[src/hdl/cod_pkg.sv]
// ---------------------------------------------------------------------------
// cod_pkg: shared types and constants of the clock offset drift tracker
// register indexes, reset values and the divider status bundle
// ---------------------------------------------------------------------------
package cod_pkg;

    localparam int DRIFT_FRAC_BITS_DEF = 32;

    localparam int CFG_IW = 2;
    localparam int CFG_DW = 20;

    localparam logic [7:0]  MIN_BEACON_LEN = 8'd17;
    localparam logic [7:0]  KIND_RESET     = 8'h10;
    localparam logic [19:0] INTERVAL_RESET = 20'd80000;
    localparam logic [7:0]  HOP_RESET      = 8'd3;
    localparam logic [1:0]  COUNT_MAX      = 2'd3;
    localparam logic [1:0]  COUNT_FIRST    = 2'd1;
    localparam logic [35:0] AVG_DIVISOR    = 36'd10;
    localparam logic [31:0] AVG_RECIP      = 32'hCCCCCCCD;

    localparam logic ACT_QUERY = 1'b1;

    typedef enum logic [CFG_IW-1:0] {
        REG_IS_ROOT      = 2'd0,
        REG_BEACON_KIND  = 2'd1,
        REG_MIN_INTERVAL = 2'd2,
        REG_MAX_HOP      = 2'd3
    } cfg_reg_t;

    typedef struct packed {
        logic        done;
        logic        ovf;
        logic [31:0] quo;
    } div_res_t;

endpackage

[src/hdl/cod_mul.sv]
// ---------------------------------------------------------------------------
// cod_mul: registered 32 x 32 unsigned multiplier
// partial products of the reciprocal drift average and of the time correction
// ---------------------------------------------------------------------------
module cod_mul (
    input  logic        aclk,
    input  logic [31:0] a,
    input  logic [31:0] b,
    output logic [63:0] p
);
    import cod_pkg::*;

    logic [63:0] p_reg;

    always_ff @(posedge aclk) begin
        p_reg <= {32'd0, a} * {32'd0, b};
    end

    assign p = p_reg;

endmodule

[config.mk]
export PLATFORM = sky130hd
export DESIGN_NAME = cod_mul
export DESIGN_NICKNAME = d
export VERILOG_FILES = /design/src/hdl/cod_pkg.sv /design/src/hdl/cod_mul.sv
export SDC_FILE = /design/constraint.sdc
export NUM_CORES = 2
export LEC_CHECK = 0
export BUFFER_PORTS_ARGS = -buffer_cell sky130_fd_sc_hd__buf_2
export CORE_MARGIN = 1
export CORE_UTILIZATION = 55
export CTS_CLUSTER_DIAMETER = 60
export DETAILED_ROUTE_END_ITERATION = 7
export PLACE_DENSITY = 0.69
export SLEW_MARGIN = 25
export SYNTH_ARGS = -nofsm -noshare
export SYNTH_HDL_FRONTEND = slang
export SYNTH_SLANG_ARGS = --single-unit
[constraint.sdc]
create_clock -name aclk -period 15.8 [get_ports aclk]
set_clock_uncertainty 0.2 [all_clocks]
set_input_delay 3.16 -clock aclk [delete_from_list [all_inputs] [get_ports aclk]]
set_output_delay 3.16 -clock aclk [all_outputs]
set_load 0.01 [all_outputs]
Word level (Yosys, flattened, before mapping)
Index checks and enable logic that the tools add are counted.
{"block": "op_classes", "mul": 1}
{"operator": "$mul 32x32->64", "count": 1}
{"block": "word_totals", "word_cells": 2, "output_inout_bits": 64, "register_bits": 64, "inputBits": 65}

Depth between registers and ports, before layout
{"block": "logic_depth", "depth_word": 1, "depth_mapped": 29, "mapped_depth_nobuf": 27}

Worst setup path after synthesis
No wires, ideal clock.
{"block": "synth_timing", "kind": "input to register", "from": "input port a[25]", "to": "register p_reg[62] (netlist: p[62])", "path_slack_ns": 5.687, "cell_stages": 25, "setup_ns": 0.072, "t_arrival_ns": 9.841, "n_path_buf": 2, "required_ns": 15.528, "path_cell_list": "clkbuf_1 -> nand2_1 -> fa_1 -> inv_1 -> fa_1 -> inv_1 -> fa_1 -> inv_1 -> fa_1 -> fa_1 -> fa_1 -> fa_1 -> inv_1 -> fa_1 -> inv_1 -> ha_1 -> buf_2 -> nand4_1 -> or4_1 -> or3_1 -> a31oi_1 -> a31o_2 -> a211oi_1 -> o21ai_1 -> xor2_1"}
{"block": "synth_via", "elab_chain_len": 1}
{"element": "from (decl)", "line_no": "cod_mul.sv:7", "text": "input logic [31:0] a,"}
{"element": "$mul 32x32->64", "line_no": "cod_mul.sv:16", "text": "p_reg <= {32'd0, a} * {32'd0, b};"}
{"element": "to (signal assigned)", "line_no": "cod_mul.sv:16"}
{"element": "to (decl)", "line_no": "cod_mul.sv:13", "text": "logic [63:0] p_reg;"}
Every way passes these cells.

Final worst setup path
Ends and elaborated chain as after synthesis.

==> flow_summary.ini <==
[global_routing]
grtUsageMet2_pct = 53.0
grt-ovfl-total = 0
grtUsageMet3_pct = 2.88
grt_pass1_wl_um = 146000
grt_pass1_vias = 27069
grt_max_degree = 33
track_usage_pct = 29.8
antenna_found_initial = 1
globalRouteMet1Util_pct = 36.8
busiest_layer = met2

[floorplanning]
initial_core_util_pct = 55.9
die_w_um = 253
rows = 91
die_y_um = 253
die-area_mm2 = 0.0641
core_area_mm2 = 0.0621
pin_count = 129

[worst_setup_path]
cp_data_required_time_ns = 15.88
critPathSlowestCell = fa_1
crit_family = adder cells
crit_fanout = 32
crit_path_end_kind = flip-flop
crit_type = primary input to flip-flop
cp_cell_sequence = buf_2, nand2_1, fa_1, inv_1, fa_1, inv_1, fa_1, inv_1, fa_1, fa_1, fa_1, fa_1, inv_1, fa_1, inv_1, ha_1, nand4_1, or4_1, or3_1, a31oi_1, a31o_2, a211oi_1, o21ai_1, xor2_1
critPathBufInv = 6
cp_slowest_stage_delay_ns = 0.57
cpMostUsedCell = fa_1
worst_setup_path_start_kind = primary input
arrival_ns = 11.03

[clocking]
numCtsBuffers = 9
cts_buffer_depth = 2
ctsResizeCount = 0
cts_setup_buffers = 0
clock_sinks = 64
hold_buffers = 0
cts_root_buffer = clkbuf_16
tritoncts = built
clk_pin_slew_ns = 0.06
htree_levels = 3

[synthesis]
synth_seq_cells = 64
yosys.area.top_type = fa_1
synth_xor_area_share_pct = 1.52
synthDistinctLibCells = 57
synth_compound_area_share_pct = 4.15
syn-instance-count = 3748
synthSimpleGateAreaFrac_pct = 17.6
netlist_area_mm2 = 0.0347
yosysSeqAreaShare_pct = 3.69
synthMuxAreaShare_pct = 0.0289
syn_area_per_cell_um2 = 9.25
synth_top_family_by_area = adder cells
synthTopCellsByArea = fa_1, and2_1, ha_1, inv_1, nand2_1
async_flop_share_pct = 0
synth-edff-count = 0
synthFlopType = dfxtp_1
syn_nets = 4972
ys_warn_count = 0
synth_fa_ha_area_share_pct = 61.2
yosys.area.top_type_share_pct = 51.7

[drt]
drc_errors = 0
wl_um = 89700
firstDrtPassIters = 5
wire_per_inst_um = 19.9
dr.first_iter.drc_count = 1643
drt.antenna.violating_nets = 0
vias_per_cell = 5.45
via_count = 24615

[outcome]
status = finished clean

[timing]
finalHoldViolCount = 0
hold_ws_ns = 3.27
tightest_slew_ns = 0.852
rsz0062_at_grt = no
fmax_mhz = 91.3
post-route-period-util_pct = 69.3
fin_ws_ns = 4.85
maxSlewViolCount = 0
slew_headroom_pct = 43.2
setup_tns_ns = 0
min_period_ns = 10.95
setup_viol = 0

[cells_and_area]
fin_cells = 4514
largest_reg_flops = 64
fin_nets = 4895
drive_above_1_share_pct = 4.49
syn_to_final_growth_pct = 3.37
fillCellCount = 5479
layout_commonest_cell = fa_1
layout_common_cells = fa_1, inv_1, and2_1, nand2_1, ha_1

[min_path]
min_path_type = primary input to flip-flop

[placed_design]
hpwlAfterDp_um = 71500
dpl_worst_slack_ns = 4.56
dp.cells = 4497
portBuffers = 128
place_congestion = 0.923

[run]
cap_violations = 0
[metrics by stage]
stage                     area, um2  util [%]
final                         35800      57.8
after global placement        35600      57.3
after CTS                     35800      57.8
after detailed placement      35600      57.3
after floorplan               34700         -
after global routing          35800      57.8
[per-layer routing]
layer	part of all wire, %	vias up
met5	0	-
met4	4.9	0
met3	4.9	202
met2	52	808
met1	38	12928
li1	-	10677
[area by class of cell]
class | instances | area [um2] | share of cell area [%]
Clock inverter | 6 | 43.8 | 0.122
Sequential cell | 64 | 1280 | 3.57
Tap cell | 837 | 1050 | 2.92
Antenna cell | 1 | 2.50 | 0.00698
Inverter | 865 | 3250 | 9.06
Multi-Input combinational cell | 2599 | 29300 | 81.8
Timing Repair Buffer | 132 | 671 | 1.87
Clock buffer | 10 | 239 | 0.667
[path summary, 6_finish.rpt]
kind | slack [ns] | from | depth (start not counted) | to
worst max-delay path | 4.85 | a[25] | 24 | p[62]
worst min-delay path | 3.27 | a[0] | 2 | p[0]
[cells by family (layout without fill, tap and decap cells)]
kind of cell | Yosys count | in the layout
AND/OR/NAND/NOR | 1177 | 1177
adder cells (fa/ha/maj) | 1159 | 1159
buffers and inverters | 1085 | 1013
AO/OA/AOI/OAI | 202 | 202
flip-flops | 64 | 64
XOR/XNOR | 60 | 60
multiplexers | 1 | 1
other | 0 | 1
[cell usage after synthesis, types with 3 or more instances]
| master | number |
|---|---|
| a211oi_1 | 3 |
| a21boi_1 | 3 |
| a21o_1 | 40 |
| a21oi_1 | 63 |
| a21oi_2 | 3 |
| a221o_1 | 4 |
| a221oi_4 | 3 |
| a31oi_1 | 12 |
| and2_1 | 602 |
| and3_1 | 14 |
| and4_1 | 3 |
| buf_2 | 6 |
| clkbuf_1 | 213 |
| dfxtp_1 | 64 |
| fa_1 | 896 |
| ha_1 | 263 |
| inv_1 | 865 |
| nand2_1 | 480 |
| nand3_1 | 10 |
| nand4_1 | 23 |
| nor2_1 | 20 |
| nor3_1 | 7 |
| o21a_1 | 9 |
| o21ai_0 | 21 |
| o21ai_1 | 5 |
| o21bai_1 | 10 |
| o221ai_1 | 3 |
| o31ai_4 | 3 |
| or2_2 | 3 |
| or3_1 | 3 |
| or4_1 | 3 |
| xnor2_1 | 35 |
| xor2_1 | 25 |
Power is not shown: default switching activity piles up to over one toggle a cycle in this logic, so the estimate is an artifact.
