--- config.mk ---
export PLATFORM = sky130hd
export DESIGN_NAME = cod_div
export DESIGN_NICKNAME = d
export VERILOG_FILES = /design/src/hdl/cod_pkg.sv /design/src/hdl/cod_div.sv
export SDC_FILE = /design/constraint.sdc
export NUM_CORES = 1
export LEC_CHECK = 0
export BUFFER_PORTS_ARGS = -buffer_cell sky130_fd_sc_hd__buf_2
export CAP_MARGIN = 20
export CORE_MARGIN = 10
export CORE_UTILIZATION = 58
export CTS_CLUSTER_SIZE = 8
export DETAILED_ROUTE_END_ITERATION = 12
export PLACE_DENSITY_LB_ADDON = 0.08
export RECOVER_POWER = 50
export SYNTH_ARGS = -nofsm -noshare
export SYNTH_HDL_FRONTEND = slang
export SYNTH_SLANG_ARGS = --single-unit
--- constraint.sdc ---
create_clock -name aclk -period 3.6 [get_ports aclk]
set_input_delay 0.18 -clock aclk [delete_from_list [all_inputs] [get_ports aclk]]
set_output_delay 0.18 -clock aclk [all_outputs]
set_load 0.005 [all_outputs]
--- src/hdl/cod_pkg.sv ---
// ---------------------------------------------------------------------------
// cod_pkg: shared types and constants of the clock offset drift tracker
// register indexes, reset values and the divider status bundle
// ---------------------------------------------------------------------------
package cod_pkg;

    localparam int DRIFT_FRAC_BITS_DEF = 32;

    localparam int CFG_IW = 2;
    localparam int CFG_DW = 20;

    localparam logic [7:0]  MIN_BEACON_LEN = 8'd17;
    localparam logic [7:0]  KIND_RESET     = 8'h10;
    localparam logic [19:0] INTERVAL_RESET = 20'd80000;
    localparam logic [7:0]  HOP_RESET      = 8'd3;
    localparam logic [1:0]  COUNT_MAX      = 2'd3;
    localparam logic [1:0]  COUNT_FIRST    = 2'd1;
    localparam logic [35:0] AVG_DIVISOR    = 36'd10;
    localparam logic [31:0] AVG_RECIP      = 32'hCCCCCCCD;

    localparam logic ACT_QUERY = 1'b1;

    typedef enum logic [CFG_IW-1:0] {
        REG_IS_ROOT      = 2'd0,
        REG_BEACON_KIND  = 2'd1,
        REG_MIN_INTERVAL = 2'd2,
        REG_MAX_HOP      = 2'd3
    } cfg_reg_t;

    typedef struct packed {
        logic        done;
        logic        ovf;
        logic [31:0] quo;
    } div_res_t;

endpackage

--- src/hdl/cod_div.sv ---
// ---------------------------------------------------------------------------
// cod_div: restoring divider
// one quotient bit per cycle, sticky overflow past 32 quotient bits
// ---------------------------------------------------------------------------
module cod_div #(
    parameter int DW = 96
) (
    input  logic             aclk,
    input  logic             aresetn,
    input  logic             start,
    input  logic [DW-1:0]    dividend,
    input  logic [63:0]      divisor,
    output cod_pkg::div_res_t res
);
    import cod_pkg::*;

    localparam int CW = $clog2(DW);

    logic          busy_reg;
    logic          done_reg;
    logic [CW-1:0] cnt_reg;
    logic [63:0]   rem_reg;
    logic [DW-1:0] dvd_reg;
    logic [63:0]   dsr_reg;
    logic [31:0]   quo_reg;
    logic          ovf_reg;

    logic [64:0] part;
    logic [64:0] diff;
    logic        ge;

    assign part = {rem_reg, dvd_reg[DW-1]};
    assign diff = part - {1'b0, dsr_reg};
    assign ge   = (part >= {1'b0, dsr_reg});

    always_ff @(posedge aclk) begin
        if (!aresetn) begin
            busy_reg <= 1'b0;
            done_reg <= 1'b0;
            cnt_reg  <= '0;
        end else begin
            done_reg <= 1'b0;
            if (start) begin
                busy_reg <= 1'b1;
                cnt_reg  <= '0;
            end else if (busy_reg) begin
                if (cnt_reg == CW'(DW - 1)) begin
                    busy_reg <= 1'b0;
                    done_reg <= 1'b1;
                end
                cnt_reg <= cnt_reg + 1'b1;
            end
        end
    end

    always_ff @(posedge aclk) begin
        if (start) begin
            rem_reg <= '0;
            dvd_reg <= dividend;
            dsr_reg <= divisor;
            quo_reg <= '0;
            ovf_reg <= 1'b0;
        end else if (busy_reg) begin
            rem_reg <= ge ? diff[63:0] : part[63:0];
            dvd_reg <= dvd_reg << 1;
            quo_reg <= {quo_reg[30:0], ge};
            ovf_reg <= ovf_reg | quo_reg[31];
        end
    end

    assign res.done = done_reg;
    assign res.ovf  = ovf_reg;
    assign res.quo  = quo_reg;

endmodule

== Word-level counts from Yosys, hierarchy flattened ==
Index checks and enable logic that the tools add are counted.

* Register bits: 266
* Input port bits: 163
* Output and inout bits: 34
* Logic and storage cells: 25

* $add $sub $neg: 2
* $lt $le $gt $ge: 1
* Eq/ne operators: 1
* Multiplexer cells: 7
* Bitwise logic cells: 3
* Reduce and logical (&&, ||, !) cells: 3

{| class="wikitable"
|+ Operator list
! kind !! count
|-
| $mux 96 || 2
|-
| $ge 65x64->1 || 1
|-
| $mux 64 || 1
|-
| $sub 64x64->64 || 1
|-
| $add 7x1->7 const B || 1
|-
| $eq 7x7->1 const B || 1
|-
| $mux 1 || 4
|-
| $reduce_or 3->1 || 1
|-
| $not 1->1 || 2
|-
| $reduce_bool 2->1 || 1
|-
| $reduce_or 2->1 || 1
|-
| $or 1x1->1 || 1
|}

== Logic depth before layout (Yosys ltp) ==
* Depth in word-level cells: 4
* Depth in mapped cells: 15
* Gate-level depth less buffers: 13

== Worst setup path before layout ==
No wires, ideal clock.

* Path type: in2reg
* Start: input port start
* End: register dvd_reg[0], enable pin
* Library setup time: 0.449 ns
* Arrival: 2.701 ns
* Data required time: 3.151 ns
* Slack: 0.449 ns
* Stages: 4
* Buffers on the path: 2
* Cells stage by stage: clkbuf_1 > clkbuf_1 > nor2_1 > inv_1

* Longest elaborated chain between the ends: 1

{| class="wikitable"
|+ Ends and longest elaborated chain
! what !! line !! RTL
|-
| from (decl) || cod_div.sv:10 || <nowiki>input logic start,</nowiki>
|-
| $reduce_bool 2->1 (no source line) || n/a ||
|-
| to (signal assigned) || cod_div.sv:59 || <nowiki>dvd_reg <= dividend;</nowiki>
|-
| to (signal assigned) || cod_div.sv:65 || <nowiki>dvd_reg <= dvd_reg << 1;</nowiki>
|-
| to (decl) || cod_div.sv:23 || <nowiki>logic [DW-1:0] dvd_reg;</nowiki>
|}

No other way between the ends.
A chain may end at the register's enable or synchronous reset.

== Worst setup path in the final report ==
* Start: register rem_reg[12]
* End: register rem_reg[58]

* Longest elaborated chain between the ends: 2
* Elaborated cells between the ends (all ways): 3
* Classes of those cells: add/sub: 1; order compare: 1; mux: 1

{| class="wikitable"
|+ Ends and longest elaborated chain
! what !! line !! RTL
|-
| from (decl) || cod_div.sv:22 || <nowiki>logic [63:0] rem_reg;</nowiki>
|-
| from (signal assigned) || cod_div.sv:64 || <nowiki>rem_reg <= ge ? diff[63:0] : part[63:0];</nowiki>
|-
| $sub 64x64->64 or $ge 65x64->1 (tied branches) || cod_div.sv:33, cod_div.sv:34 ||
|-
| $mux 64 * || cod_div.sv:64 ||
|}

Mark *: on every way between the ends. The rest lies on a longest branch, timed or not.

==> results.md <==
- Sequential share of power: 41.3%
- Setup CP Type: flop to flop
- Async set-reset flop share out of synthesis: 0%
- Failing checks: capacitance limit, slew limit
- CP Max Fanout: 6
- Routability Congestion: 0.916
- Worst Hold Class: input port to flop
- Final Util: 76.0%
- Yosys top cell by area: edfxtp_1
- CTS Buffer Depth: 3
- Chip height: 178 um
- Predominant post-synthesis flop cell: edfxtp_1
- Clock group share of total power: 39.3%
- Crit path arrival time: 3.72 ns
- CP endpoint kind: flop
- Drt pass-1 iters: 5
- R2R setup slack: 0.18 ns
- Clk sinks: 266
- Number of buffers created by CTS: 39
- YS warnings: 0
- IO buf count: 196
- Cell area after synthesis: 14400 um^2
- Die area: 31600 um^2
- Congestion Overflow GR: 0
- Global Route Usage Sum: 24.8%
- Startpoint Class: flop
- Max Cap Violations: 1
- Vias in the first global route: 12400
- Routed WL: 39.8 mm
- Net Sw Power: 0.00245 W
- Routed Antenna Nets: 0
- Final nets: 1997
- Final Hold Fails: 0
- Status: complete, but fails checks
- Post-DP HPWL: 24.3 mm
- Die Wd: 178 um
- Synth unique cells: 74
- Hold-critical path depth: 2
- I/O pin total: 197
- Final period util: 94.9%
- Logic pwr share: 19.4%
- Clock period minus final worst setup slack: 3.42 ns
- DRC errors left: 0
- Worst Max-Slew Pin Slew: 2.37 ns
- Cell Int Power: 0.00633 W
- Area share of the leading cell type in the synthesized netlist: 33.3%
- Vias per cell: 5.74
- Root Driver: clkbuf_16
- Sequential area share after synthesis: 48.0%
- Clock skew: 0.0350 ns
- Site row count: 57
- P_leak: 7.57 nW
- Largest net degree at the start of global routing: 190
- Htree depth: 2
- Rel. slew slack: -58.3%
- Slew Limit Fails: 190
- Peak supply drop: 0.551 mV
- Sw Share: 27.9%
- CTS tree: done
- First-pass GRT wire length: 63.9 mm
- R2R depth: 11
- Number of DRC markers in iteration 0: 1132
- Yosys reg bits: 266
- Post-Syn Instances: 1427
- P per Cell Area: 474 nW/um^2
- Largest register FFs: 96
- Initial antenna violation count: 0
- Worst-path clk slew: 0.06 ns
- Skew-Pair Late Insertion Delay: 0.55 ns
- Routed wire length per instance: 18.7 um
- Layout cells sized above 1: 20.0%
- Mean Syn Cell Area: 10.1 um^2
- Starting Density: 59.1%
- Placeable Area: 24400 um^2
- Critical Path RT: 3.90 ns
- Setup TNS after final layout: 0 ns
- Synth area leaders: edfxtp_1 (33%), dfxtp_1 (15%), mux2_2 (7.4%)
- Routed vias: 12200
- F_max: 0.293 GHz
- Layout overhead on the synthesized area: 28.5%
- Synthesized Nets: 1656
- EDFF count, synth: 160
- Endpoints failing setup: 0
- RSZ-0062 raised after global routing: false
repair_timing:
| action | 4_1_cts | 5_1_grt |
|---|---|---|
| buffers inserted | 0 | 2 |
| hold buffers | 159 | 1 |
| hold endpoints to repair | 159 | 1 |
| endpoints found under the setup margin | 0 | 65 |
| gates resized for setup | 0 | 25 |
synth_stat cells (14+ instances only):
cell      number
mux2_2        95
dfxtp_1      106
ha_1          65
a21oi_1       85
xnor2_1       36
nand3_1       21
clkbuf_1      55
xor2_1        23
nand4_1       21
inv_1         78
nor2_1       137
a21o_1        31
buf_2         15
o21ai_0       55
edfxtp_1     160
nand2_1      165
a311oi_1      53
nor3_1        14
mux2i_1       36
critical path, stage by stage (launching register included):
cell and delay, ns:
dfxtp_1 0.34, ha_1 0.40, a21oi_1 0.34, o211a_1 0.20, o21ai_0 0.15, a211oi_4 0.20
a21oi_1 0.15, or4_1 0.49, and3_1 0.20, or4b_1 0.52, nand3_1 0.10, o22ai_1 0.07
through the flow:
step / worst slack, ns / hold slack [ns] / power [W] / instance area [um^2] / std cells
6_report: 0.183 / 0.0269 / 0.00878 / 18500 / 2124
5_1_grt: 0.00820 / 0.00916 / 0.00916 / 18500 / 2121
4_1_cts: 0.0794 / 0.00360 / 0.00872 / 18400 / 2118
3_5_place_dp: 0.105 / 0.358 / 0.00514 / 15700 / 1889
3_3_place_gp: 0.200 / 0.356 / 0.00512 / 15700 / 1889
2_1_floorplan: 0.449 / 0.279 / 0.00473 / 14400 / 1427
cell families after synthesis:
group / count (synthesis) / synth area share, %
fa+ha+maj: 66 / 5.78
flops: 266 / 48.0
simple gates: 431 / 13.5
buf+inv: 157 / 4.35
xor+xnor: 59 / 3.58
compound gates: 317 / 14.8
mux: 131 / 9.92
per-layer routing:
layer  track usage, %  vias up  routed length [um]
met5                0        -                   0
met4             8.65        0                1050
met3             5.06       81                2420
met2             42.2      430               19700
met1             30.7     5778               16600
li1                 -     5896                   -
placed cells by master (no fill, tap or decap), types with 10 or more instances in the layout:
master           n
ha_1            57
nand3_1         20
mux2i_1         36
edfxtp_1       160
nor2_1         135
nand2_1        165
o21bai_1        13
dfxtp_1        105
a21o_1          31
buf_4           20
xor2_1          23
dlygate4sd3_1  160
a311oi_1        53
buf_2          164
a31oi_1         13
and3_1          12
xnor2_1         36
mux2_2          91
o211ai_1        13
o21ai_0         53
nand4_1         21
inv_1           77
nor3_1          14
clkbuf_1        58
o21a_1          10
a21oi_1         82
clkbuf_16       39
final cells by class:
class / instances / area, um^2
tap: 324 / 405
antenna: 3 / 7.51
sequential: 266 / 6930
clock inverter: 4 / 77.6
inverter: 78 / 294
multi-input combinational: 1004 / 6990
fill: 1699 / 5860
clock buffer: 66 / 1080
timing repair buffer: 379 / 2750
power by group through the flow:
stage,combinational [W],sequential (W),clock [W]
after global routing,0.00188,0.00364,0.00364
after floorplan,0.00110,0.00363,0
after CTS,0.00163,0.00361,0.00348
final,0.00171,0.00362,0.00345
after global placement,0.00147,0.00365,0
after detailed placement,0.00148,0.00366,0
final timing paths:
path | to | start
setup / recovery | rem_reg[58] | rem_reg[12]
hold / removal | dvd_reg[95] | dividend[95]
setup reg to reg | rem_reg[58] | rem_reg[12]
hold reg to reg | ovf_reg | ovf_reg
(Power assumes the default switching activity.)
